## src/sv/gld_pkg.sv

```systemverilog
package gld_pkg;

  localparam int DICT_SIZE     = 4096;
  localparam int MAX_CODE_BITS = 12;
  localparam int STACK_DEPTH   = 4096;

  localparam int DICT_AW  = $clog2(DICT_SIZE);
  localparam int STACK_AW = $clog2(STACK_DEPTH);
  localparam int CODE_W   = MAX_CODE_BITS;
  localparam int CNT_W    = 13;
  localparam int CFG_AW   = 2;
  localparam int CFG_DW   = 16;

  localparam logic [CNT_W-1:0] PREV_NONE = 13'h1FFF;

  typedef enum logic [CFG_AW-1:0] {
    CFG_CODE_SIZE  = 2'd0,
    CFG_WIDTH      = 2'd1,
    CFG_HEIGHT     = 2'd2,
    CFG_INTERLACED = 2'd3
  } cfg_idx_e;

  typedef enum logic [2:0] {
    ST_IDLE,
    ST_DECODE,
    ST_WALK,
    ST_FIN,
    ST_POP,
    ST_EMIT
  } state_e;

  typedef struct packed {
    logic       op;
    logic [7:0] data_byte;
  } in_t;

  typedef struct packed {
    logic        byte_taken;
    logic        pixel_valid;
    logic [7:0]  pixel_value;
    logic [31:0] pixel_offset;
    logic        pixel_in_image;
    logic        need_data;
    logic        stream_ended;
    logic        stream_error;
  } out_t;

  typedef struct packed {
    logic [CODE_W-1:0] prefix;
    logic [7:0]        suffix;
  } dict_entry_t;

  typedef struct packed {
    logic [31:0] offset;
    logic        in_image;
  } pos_info_t;

  // Minimum code size clamped to 2..8.
  function automatic logic [3:0] eff_size(input logic [3:0] cs);
    logic [3:0] r;
    r = cs;
    if (cs < 4'd2) r = 4'd2;
    if (cs > 4'd8) r = 4'd8;
    return r;
  endfunction

  function automatic logic [8:0] roots_of(input logic [3:0] cs);
    return 9'd1 << eff_size(cs);
  endfunction

  // First row of interlace passes 2 to 4.
  function automatic logic [3:0] pass_start(input logic [2:0] p);
    logic [3:0] r;
    r = 4'd1;
    if (p == 3'd2) r = 4'd4;
    if (p == 3'd3) r = 4'd2;
    return r;
  endfunction

endpackage

```

## src/sv/gld_pos.sv

```systemverilog
// Pixel position: column, row, interlace pass; offset and bounds check.
module gld_pos (
  input  logic               clk_i,
  input  logic               rst_ni,
  input  logic [15:0]        width_i,
  input  logic [15:0]        height_i,
  input  logic               interlaced_i,
  input  logic               advance_i,
  output gld_pkg::pos_info_t info_o
);

  logic [15:0] col_q, col_d;
  logic [15:0] row_q, row_d;
  logic [2:0]  pass_q, pass_d;
  logic [31:0] prod_q, size_q;

  // Products are re-registered every cycle; row and sizes are stable long before use.
  always_ff @(posedge clk_i) begin
    prod_q <= row_q * width_i;
    size_q <= width_i * height_i;
  end

  always_ff @(posedge clk_i or negedge rst_ni) begin
    if (!rst_ni) begin
      col_q  <= '0;
      row_q  <= '0;
      pass_q <= 3'd1;
    end else if (advance_i) begin
      col_q  <= col_d;
      row_q  <= row_d;
      pass_q <= pass_d;
    end
  end

  always_comb begin
    logic [16:0] col_inc;
    logic [16:0] r;
    logic [3:0]  step;
    logic [2:0]  p;
    logic        skip;
    col_inc = {1'b0, col_q} + 17'd1;
    col_d   = col_q;
    row_d   = row_q;
    pass_d  = pass_q;
    step    = 4'd1;
    p       = pass_q;
    r       = '0;
    skip    = 1'b0;
    if (col_inc < {1'b0, width_i}) begin
      col_d = col_inc[15:0];
    end else begin
      col_d = '0;
      if (interlaced_i) begin
        if (pass_q <= 3'd2) step = 4'd8;
        else if (pass_q == 3'd3) step = 4'd4;
        else step = 4'd2;
      end
      r = {1'b0, row_q} + {13'd0, step};
      skip = interlaced_i && (p < 3'd4) && (r >= {1'b0, height_i});
      // At most three passes can be skipped in one row change.
      for (int i = 0; i < 3; i++) begin
        if (skip) begin
          p    = p + 3'd1;
          r    = {13'd0, gld_pkg::pass_start(p)};
          skip = (p < 3'd4) && (r >= {1'b0, height_i});
        end
      end
      pass_d = p;
      row_d  = r[16] ? 16'hFFFF : r[15:0];
    end
  end

  assign info_o.offset   = prod_q + {16'd0, col_q};
  assign info_o.in_image = info_o.offset < size_q;

endmodule

```

## config.mk

```make
export PLATFORM = sky130hd
export DESIGN_NAME = gld_pos
export DESIGN_NICKNAME = d
export VERILOG_FILES = /design/src/sv/gld_pkg.sv /design/src/sv/gld_pos.sv
export SDC_FILE = /design/constraint.sdc
export NUM_CORES = 1
export LEC_CHECK = 0
export CAP_MARGIN = 10
export CORE_MARGIN = 5
export CORE_UTILIZATION = 55
export DETAILED_ROUTE_END_ITERATION = 8
export DONT_BUFFER_PORTS = 1
export MAX_ROUTING_LAYER = met4
export PLACE_DENSITY = 0.74
export SLEW_MARGIN = 0
export SYNTH_ARGS = -nofsm -noshare
export SYNTH_HDL_FRONTEND = slang
export SYNTH_SLANG_ARGS = --single-unit
```

## constraint.sdc

```tcl
create_clock -name clk_i -period 6.55 [get_ports clk_i]
set_clock_uncertainty 0.2 [all_clocks]
set_input_delay 0.655 -clock clk_i [delete_from_list [all_inputs] [get_ports clk_i]]
set_output_delay 0.655 -clock clk_i [all_outputs]
set_load 0.02 [all_outputs]
```

After elaboration in Yosys (flattened, before gate mapping):

Index checks and enable logic that the tools add are counted.

* add/subtract/negate cells: 6
* multipliers: 2
* magnitude comparators: 9
* equality and inequality tests: 7
* mux-type cells: 29
* bitwise logic cells: 1
* reduce and logical (&&, ||, !) cells: 5

Operator list (count)
* $mux W17: 4
* $mul A16 B16 Y32: 2
* $mux W4: 10
* $add A32 B16 Y32: 1
* $ge A4 B16 Y1: 2
* $lt A32 B32 Y1: 1
* $mux W16: 2
* $mux W3: 9
* $eq A3 B2 Y1 const B: 7
* $add A16 B1 Y17 const B: 1
* $add A16 B4 Y17: 1
* $ge A17 B16 Y1: 1
* $lt A17 B16 Y1: 1
* $add A3 B1 Y3 const B: 3
* $lt A3 B3 Y1 const B: 3
* $logic_and A1 B1 Y1: 4
* $mux W1: 4
* $le A3 B2 Y1 const B: 1
* $reduce_and A2 Y1: 1
* $not A1 Y1: 1

* register bits: 99
* output and inout port bits: 33
* word-level logic and storage cells: 64

Logic depth before layout (Yosys ltp):

Gate-level depths: netlist of the first run.

* depth after elaboration: 23
* depth in mapped cells: 40

Worst setup path after synthesis of the first run:

No wires, ideal clock.

* path type: register to register
* start point: register pass_q[0]
* end point: register row_q[2]
* data arrival time: 6.653 ns
* required time: 6.268 ns
* path slack: -0.385 ns
* stages on the path, launching flop included: 38
* buffers on the path: 2
* clock period less this slack: 6.935 ns
* path through: dfstp_2 > inv_1 > ha_1 > nor2_1 > o21ai_0 > nor2_1 > ha_1 > a21o_1 > a21oi_1 > nor2b_1 > o21a_1 > and2_0 > clkbuf_1 > nand2_1 > xnor2_1 > ha_1 > and3_1 > o21ai_0 > (+2 left out) > a31oi_1 > o21bai_2 > buf_2 > nand2_1 > o21a_1 > inv_1 > ha_1 > inv_1 > or4_1 > nand3_2 > nor2_1 > ha_1 > nand2b_1 > a21o_1 > a21oi_1 > nor2_1 > or4b_1 > a22oi_2

* longest elaborated chain between the ends: 23
* elaborated cells between the ends (all ways): 49
* classes of those cells: add/sub (4); order compare (7); eq/ne (7); mux (27); reduce/logical (4)

Ends and longest elaborated chain
* from (decl): RTL line gld_pos.sv:14 `logic [2:0] pass_q, pass_d;`
* from (signal assigned): RTL line gld_pos.sv:31 `pass_q <= pass_d;`
* parallel branches: the longest is 20 deep, another holds $add A16 B4 Y17
* $mux W17 (*): RTL line gld_pos.sv:62 `if (skip) begin`
* $mux W17 (*): RTL line gld_pos.sv:49 `if (col_inc < {1'b0, width_i}) begin`
* $mux W16 (*): RTL line gld_pos.sv:69 `row_d = r[16] ? 16'hFFFF : r[15:0];`
* to (signal assigned): RTL line gld_pos.sv:30 `row_q <= row_d;`
* to (decl): RTL line gld_pos.sv:13 `logic [15:0] row_q, row_d;`

Mark *: on every way between the ends. The select of a mux whose other input is x is not followed.
A chain may end at the register's enable or synchronous reset.

Final worst setup path of the first run:

Ends and elaborated chain as after synthesis.

==> reports/results.txt, run 1 <==
Final #Nets: 3405
core area: 0.0417 mm2
Design Power: 0.0120 W
outcome: finished, violations left
worst-margin pin slew: 1.05 ns
Final Hold Fails: 0
clock sink count: 99
IO Pins: 69
Post-synth EDFFs: 0
Net Sw Frac: 53.7%
Finished Core Util: 59.3%
Internal: 0.00558 W
Yosys reg bits: 99
clock group share of total power: 4.9%
Row Count: 75
clk buf depth: 2
register area share after synthesis: 9.36%
Final setup viols: 1
Post-Syn Area per Cell: 8.64 um2
startpoint type of the worst setup path: register
cell count after synthesis: 2670
Seq. cell area: 0.00216 mm2
Synth top area share: 33.9%
clock latency on the worst-skew pair: 0.41 ns
H-tree Lvls: 3
worst vdd ir: 682 uV
PortBufs: 0
synth top area cells: fa_1 34%, ha_1 17%, inv_1 8.5%, nand2_1 6.3%, dfxtp_1 5.6%
Seq pwr share: 9.0%
failing checks: negative setup slack
area added between synthesis and finish: 7.20%
die span in y: 215 um
logic gate share of total power: 86.1%
DRC: 0
grt total ovfl: 0
WL/cell: 19.5 um
Netlist cell types: 86
Max-Cap Viols: 0
Cells after DPL: 3189
Die Width: 215 um
Worst path max stage delay: 0.56 ns
pre-CTS WS: -0.0745 ns
Critical Path Fanout Max: 4
hpwl dp: 50400 um
number of global-route vias before repair: 19200
Async SR Flop Fraction: 35.4%
Final GP Congestion: 0.950
Multi-input gate area: 0.0188 mm2
Placed Area: 0.0240 mm2
PD cells: 487 mW/mm2
worst setup margin: -0.0176 ns
crit end category: register
GRT Overall Usage: 28.8%
layout filler cell count: 3598
unrepaired setup endpoints after global routing: true
CP Data Arrival Time: 6.69 ns
first drt pass iteration count: 7
clock tree from TritonCTS: built
Net Sw Power: 0.00647 W
Syn Std Cell Area: 0.0231 mm2
Initial Utilization: 55.3%
Synth area leader: fa_1
share of layout cells above drive strength 1: 7.06%
TritonCTS Buffers: 9
min Tclk post-route: 6.57 ns
Final Cell Area: 0.0247 mm2
Post-Route WL: 62700 um
first-pass GRT wire length: 102000 um
Non-Filler Instances: 3217
DRT antenna net count: 0
Final period util: 100%
worst path required time: 6.67 ns
synthesis warning total: 0
initial antenna violation count: 2
Slew Limit Headroom: 29.2%
largest net degree at the start of global routing: 36
Net Count, Synth: 3403
most common flop cell mapped by yosys: dfxtp_1
critical path class: register to register
slowest CP cell: dfstp_2
Peak Freq: 152 MHz
initial DRC count: 1296
Leak: 12.8 nW
fin. max-slew vios: 0
vias after detailed routing: 18100
die area: 0.0461 mm2
via-per-instance ratio: 5.63
Clock Pin Slew Worst Setup and Hold Paths: 0.09 ns
min-delay worst type: input pin to register
CTS root buf: clkbuf_16
-- cell usage after synthesis, types with 20 or more instances --
master    number
nand2_1      385
and2_1       105
o21ai_0       59
nor2_1       152
xnor2_1       84
dfxtp_1       64
clkbuf_1      96
nand3_1       33
a21o_1        48
dfrtp_1       34
fa_1         390
nand2b_1      20
ha_1         307
xor2_1        34
a21oi_1       78
inv_1        525
and3_1        26
-- metal layers --
metal	wire length (um)	part of all wire, %	GRT usage (%)
met5	0	0	-
met2	29100	46	45.3
met1	24700	39	36.3
met3	6600	11	7.64
met4	2320	3.7	9.86
-- registers in the layout, indices dropped and copies added, names as in the netlist --
| signal | cells |
|---|---|
| prod_q | 32 |
| size_q | 32 |
| col_q | 16 |
| row_q | 16 |
| pass_q | 3 |
-- worst paths after layout --
check	start	end	slack, ns	cells after the start
worst max-delay path	pass_q[0]	row_q[2]	-0.02	36
worst min-delay path	advance_i	col_q[0]	0.13	1
worst max register to register	pass_q[0]	row_q[2]	-0.02	36
worst min register to register	col_q[14]	col_q[14]	0.39	1
max in group asynchronous	rst_ni	pass_q[0]	5.39	2
min in group asynchronous	rst_ni	pass_q[2]	0.50	2
-- final cells by class --
type,count,share of cell area [%]
repair buffers,96,3.24
flip-flops and latches,99,8.75
clock buffers,9,0.911
multi-input cells,1933,75.9
inverters,533,8.10
clock inverters,7,0.370
well taps,539,2.73
diodes,1,0.0101
-- power groups by stage --
stage / Clock, W / Combinational (W) / Sequential, W
after floorplan: 0 / 0.00738 / 0.00101
after global placement: 0 / 0.00992 / 0.00109
after detailed placement: 0 / 0.0102 / 0.00109
after CTS: 0.000606 / 0.0103 / 0.00108
after global routing: 0.000626 / 0.0118 / 0.00110
final: 0.000595 / 0.0104 / 0.00108
-- worst max-delay path, delay by kind of cell, from the launching register on --
| family | cells | cell delay [ns] |
|---|---|---|
| compound gates | 13 | 2.31 |
| simple gates | 11 | 1.68 |
| fa+ha+maj | 5 | 1.13 |
| xor+xnor | 1 | 0.08 |
| buf+inv | 6 | 0.53 |
| flops | 1 | 0.56 |
-- timing repair --
action	in CTS	in global routing
hold buffers	2	0
hold endpoints to repair	35	0
gates resized for setup	5	50
pin swaps	2	35
buffers inserted	1	9
endpoints found under the setup margin	3	10
-- kinds of logic (layout without fill, tap and decap cells) --
group | count (synthesis) | in the layout | synth area share [%]
DFF | 99 | 99 | 9.36
and+or+nand+nor | 808 | 808 | 16.3
xor gates and xnor gates | 118 | 118 | 4.48
adders and majority gates | 697 | 697 | 50.5
AOI/OAI and AO/OA | 306 | 306 | 8.73
buffers and inverters | 638 | 645 | 10.5
other | 0 | 1 | 0
muxes | 4 | 4 | 0.179
-- metrics by stage --
step | TNS (ns) | hold WS, ns
after detailed placement | -0.0954 | 0.162
after floorplan | 0 | 0.159
after global routing | -1.27 | 0.118
after CTS | -0.00528 | 0.120
final | -0.0176 | 0.129
after global placement | 0 | 0.163
-- cell usage in the layout, fill, tap and decap left out, types with 7 or more instances in the layout --
cell       instances
inv_1            522
fa_1             390
nand2_1          383
ha_1             304
nor2_1           146
and2_1           105
buf_4             86
xnor2_1           76
a21oi_1           75
dfxtp_1           64
o21ai_0           56
a21o_1            48
nand3_1           32
xor2_1            32
dfrtp_1           31
and3_1            25
nand2b_1          19
nor2b_1           17
nor3_1            16
o21a_1            15
o21ai_1           14
o21bai_1          12
a211oi_1          11
nand4_1           11
clkbuf_16          9
clkinv_1           8
xnor2_2            8
o2bb2ai_1          8
a31oi_1            7
o211ai_1           7
No activity file was read; power rests on OpenSTA's default activity.
==> run 2: changes to the inputs <==
PLACE_DENSITY = 0.71   (was 0.74)
clock period = 6.28 ns   (was 6.55 ns; I/O delays follow)
==> reports/results.txt, run 2 (synthesis gave the netlist of run 1 again) <==
outcome: finished, violations left
failing checks: negative setup slack
DRC: 0
Final GP Congestion: 0.973
Critical Path Fanout Max: 4
Slew Limit Headroom: 30.8%
clock group share of total power: 4.6%
number of global-route vias before repair: 19800
first-pass GRT wire length: 105000 um
worst setup margin: -0.0805 ns
critical path class: register to register
Seq pwr share: 8.4%
layout filler cell count: 3609
hpwl dp: 51900 um
Final Hold Fails: 0
Design Power: 0.0134 W
Die Width: 215 um
Max-Cap Viols: 0
worst vdd ir: 748 uV
clock latency on the worst-skew pair: 0.40 ns
clk buf depth: 2
largest net degree at the start of global routing: 36
initial DRC count: 1266
die span in y: 215 um
area added between synthesis and finish: 10.1%
CTS root buf: clkbuf_16
H-tree Lvls: 3
Row Count: 75
slowest CP cell: dfstp_2
first drt pass iteration count: 6
unrepaired setup endpoints after global routing: true
GRT Overall Usage: 29.5%
Internal: 0.00639 W
clock tree from TritonCTS: built
Placed Area: 0.0245 mm2
Worst path max stage delay: 0.59 ns
initial antenna violation count: 4
via-per-instance ratio: 5.63
core area: 0.0417 mm2
Final #Nets: 3475
Final period util: 101%
clock sink count: 99
vias after detailed routing: 18500
PD cells: 527 mW/mm2
WL/cell: 19.6 um
min-delay worst type: input pin to register
grt total ovfl: 0
worst path required time: 6.40 ns
crit end category: register
Net Sw Frac: 52.2%
Clock Pin Slew Worst Setup and Hold Paths: 0.09 ns
worst r2r path cells: 34
PortBufs: 0
TritonCTS Buffers: 9
Setup TNS: -0.104 ns
commonest non-fill, non-tap cell in the layout: inv_1
min Tclk post-route: 6.36 ns
IO Pins: 69
Peak Freq: 157 MHz
startpoint type of the worst setup path: register
Initial Utilization: 55.3%
Post-Route WL: 64500 um
DRT antenna net count: 0
Finished Core Util: 60.9%
logic gate share of total power: 87.0%
worst-margin pin slew: 1.03 ns
Top Registers: prod_q x32, size_q x32
Final Cell Area: 0.0254 mm2
fin. max-slew vios: 0
share of layout cells above drive strength 1: 10.5%
most frequent cells in the layout: 522 x inv_1, 388 x fa_1, 380 x nand2_1
hold path depth: 1
CP Data Arrival Time: 6.48 ns
die area: 0.0461 mm2
Leak: 13.2 nW
Final setup viols: 2
Net Sw Power: 0.00699 W
-- run 2: cell count changes in the layout (fill, tap and decap cells not counted), moves of 4 or more --
cell     change
ha_4         +4
dfrtp_2      +6
o21ai_0      -4
a31oi_2      +4
dfrtp_1      -6
a21oi_2      +4
buf_4       +71
-- run 2: stage by stage --
step | cells | worst slack [ns] | hold WS (ns)
after floorplan | 2670 | -0.114 | 0.132
after global placement | 3254 | -0.0709 | 0.136
after detailed placement | 3254 | -0.222 | 0.136
after CTS | 3275 | -0.0404 | 0.0985
after global routing | 3287 | -0.366 | 0.0993
final | 3287 | -0.0805 | 0.111
-- run 2: final cells by class --
| cell class | count | area [um2] | area share (%) |
|---|---|---|---|
| antenna | 1 | 2.50 | 0.00986 |
| clock buffer | 9 | 225 | 0.887 |
| clock inverter | 7 | 86.3 | 0.340 |
| inverter | 533 | 2010 | 7.90 |
| multi-input combinational | 1933 | 18900 | 74.4 |
| sequential | 99 | 2170 | 8.55 |
| tap | 539 | 674 | 2.66 |
| timing repair buffer | 166 | 1330 | 5.24 |
-- run 2: path summary, 6_finish.rpt --
kind / slack [ns] / to / startpoint
max in group asynchronous: 5.15 / pass_q[0] / rst_ni
min in group asynchronous: 0.48 / pass_q[1] / rst_ni
setup reg to reg: -0.08 / row_q[2] / pass_q[0]
setup / recovery: -0.08 / row_q[2] / pass_q[0]
hold / removal: 0.11 / col_q[0] / advance_i
hold reg to reg: 0.39 / col_q[10] / col_q[10]
-- run 2: worst max-delay path: cells and delay by family (launching register included) --
kind / cells / cell delay [ns]
simple gates: 13 / 2.12
compound gates: 12 / 1.96
fa+ha+maj: 5 / 1.12
flops: 1 / 0.59
buf+inv: 3 / 0.20
xor+xnor: 1 / 0.09
-- run 2: per-layer routing --
metal,share of wire (%),GRT usage (%)
met1,39,36.2
met2,47,46.4
met3,10,8.23
met4,4.5,12.0
met5,0,-
-- run 2: power by group through the flow --
stage               logic [W]  registers, W  clock network, W
finish                 0.0116       0.00112          0.000616
detailed placement     0.0113       0.00113                 0
global placement       0.0110       0.00114                 0
CTS                    0.0115       0.00112          0.000632
floorplan             0.00771       0.00105                 0
global route           0.0131       0.00114          0.000656
-- run 2: what timing repair did --
item / 4_1_cts / 5_1_grt
hold endpoints to repair: 35 / 0
pin swaps: 26 / 40
buffers inserted: 3 / 13
hold buffers: 2 / 0
gates resized for setup: 33 / 52
endpoints found under the setup margin: 9 / 22
==> run 3: changes to the inputs <==
clock period = 6.4 ns   (was 6.28 ns; I/O delays follow)
==> reports/results.txt, run 3 (synthesis gave the netlist of run 1 again) <==
Finished Core Util: 60.3%
die span in y: 215 um
share of layout cells above drive strength 1: 9.21%
Final period util: 99.3%
hpwl dp: 51100 um
Post-Route WL: 63200 um
crit end category: register
Row Count: 75
Non-Filler Instances: 3264
grt total ovfl: 0
vias after detailed routing: 18300
Final Hold Fails: 0
Clock Pin Slew Worst Setup and Hold Paths: 0.09 ns
PortBufs: 0
via-per-instance ratio: 5.60
Critical Path Fanout Max: 4
Setup TNS: 0 ns
Final #Nets: 3452
core area: 0.0417 mm2
DRT antenna net count: 0
Final setup viols: 0
Final Cell Area: 0.0251 mm2
worst-margin pin slew: 1.11 ns
number of global-route vias before repair: 19700
worst vdd ir: 750 uV
Slew Limit Headroom: 25.3%
first-pass GRT wire length: 103000 um
Initial Utilization: 55.3%
largest net degree at the start of global routing: 36
Die Width: 215 um
min-delay worst type: input pin to register
commonest non-fill, non-tap cell in the layout: inv_1
Placed Area: 0.0243 mm2
IO Pins: 69
clock latency on the worst-skew pair: 0.40 ns
Peak Freq: 157 MHz
DRC: 0
Max-Cap Viols: 0
first drt pass iteration count: 6
initial antenna violation count: 1
most frequent cells in the layout: 522 x inv_1, 389 x fa_1, 381 x nand2_1
critical path class: register to register
fin. max-slew vios: 0
clock sink count: 99
H-tree Lvls: 3
Top Registers: prod_q x32, size_q x32
initial DRC count: 1168
CTS root buf: clkbuf_16
Final GP Congestion: 0.947
TritonCTS Buffers: 9
die area: 0.0461 mm2
min Tclk post-route: 6.36 ns
slowest CP cell: dfstp_2
clk buf depth: 2
clock tree from TritonCTS: built
WL/cell: 19.4 um
PD cells: 510 mW/mm2
worst path required time: 6.53 ns
GRT Overall Usage: 29.1%
Leak: 13.0 nW
unrepaired setup endpoints after global routing: true
CP Data Arrival Time: 6.48 ns
Cells after DPL: 3226
Worst path max stage delay: 0.58 ns
outcome: finished clean
area added between synthesis and finish: 8.93%
startpoint type of the worst setup path: register
run 3: routing by layer:
| layer | vias up | global-route usage (%) | part of all wire (%) |
|---|---|---|---|
| met4 | 0 | 12.0 | 4.6 |
| met3 | 166 | 10.1 | 11 |
| met1 | 9011 | 34.4 | 38 |
| met2 | 751 | 45.6 | 47 |
| met5 | - | - | 0 |
| li1 | 8364 | - | - |
run 3: worst paths after layout:
check	from	end	slack, ns	cells past startpoint
worst min register to register	col_q[14]	col_q[14]	0.37	1
min in group asynchronous	rst_ni	row_q[2]	0.50	2
max in group asynchronous	rst_ni	pass_q[0]	5.24	2
worst max register to register	pass_q[0]	row_q[2]	0.04	30
worst max-delay path	pass_q[0]	row_q[2]	0.04	30
worst min-delay path	advance_i	col_q[0]	0.12	1
run 3: area by class of cell:
class | count | area, um2
repair buffers | 143 | 1150
clock inverters | 7 | 86.3
diodes | 1 | 2.50
well taps | 539 | 674
multi-input cells | 1933 | 18800
fillers | 3593 | 16500
clock buffers | 9 | 225
flip-flops and latches | 99 | 2170
inverters | 533 | 2010
run 3: repair_timing:
| item | CTS | global route |
|---|---|---|
| endpoints found under the hold margin | 35 | 0 |
| hold buffers | 2 | 0 |
| setup buffers | 6 | 14 |
| setup endpoints to repair | 4 | 19 |
| pin swaps | 10 | 42 |
| gates resized for setup | 12 | 54 |
run 3: through the flow:
| step | setup WS [ns] | hold WS, ns | power [W] |
|---|---|---|---|
| final | 0.0446 | 0.121 | 0.0128 |
| after global routing | -0.171 | 0.122 | 0.0144 |
| after CTS | 0.00859 | 0.106 | 0.0128 |
| after detailed placement | -0.149 | 0.148 | 0.0120 |
| after global placement | 0.0479 | 0.148 | 0.0118 |
| after floorplan | -0.00597 | 0.144 | 0.00859 |
run 3: power by group:
group	switching [W]	internal [W]
Combinational	0.00625	0.00487
Sequential	0.000157	0.000948
Clock	0.000313	0.000282
run 3: worst max-delay path, delay by kind of cell, from the launching register on:
kind | cells | cell delay, ns
xor+xnor | 1 | 0.15
simple gates | 8 | 1.52
fa+ha+maj | 6 | 1.40
flops | 1 | 0.58
buf+inv | 4 | 0.38
compound gates | 11 | 2.05
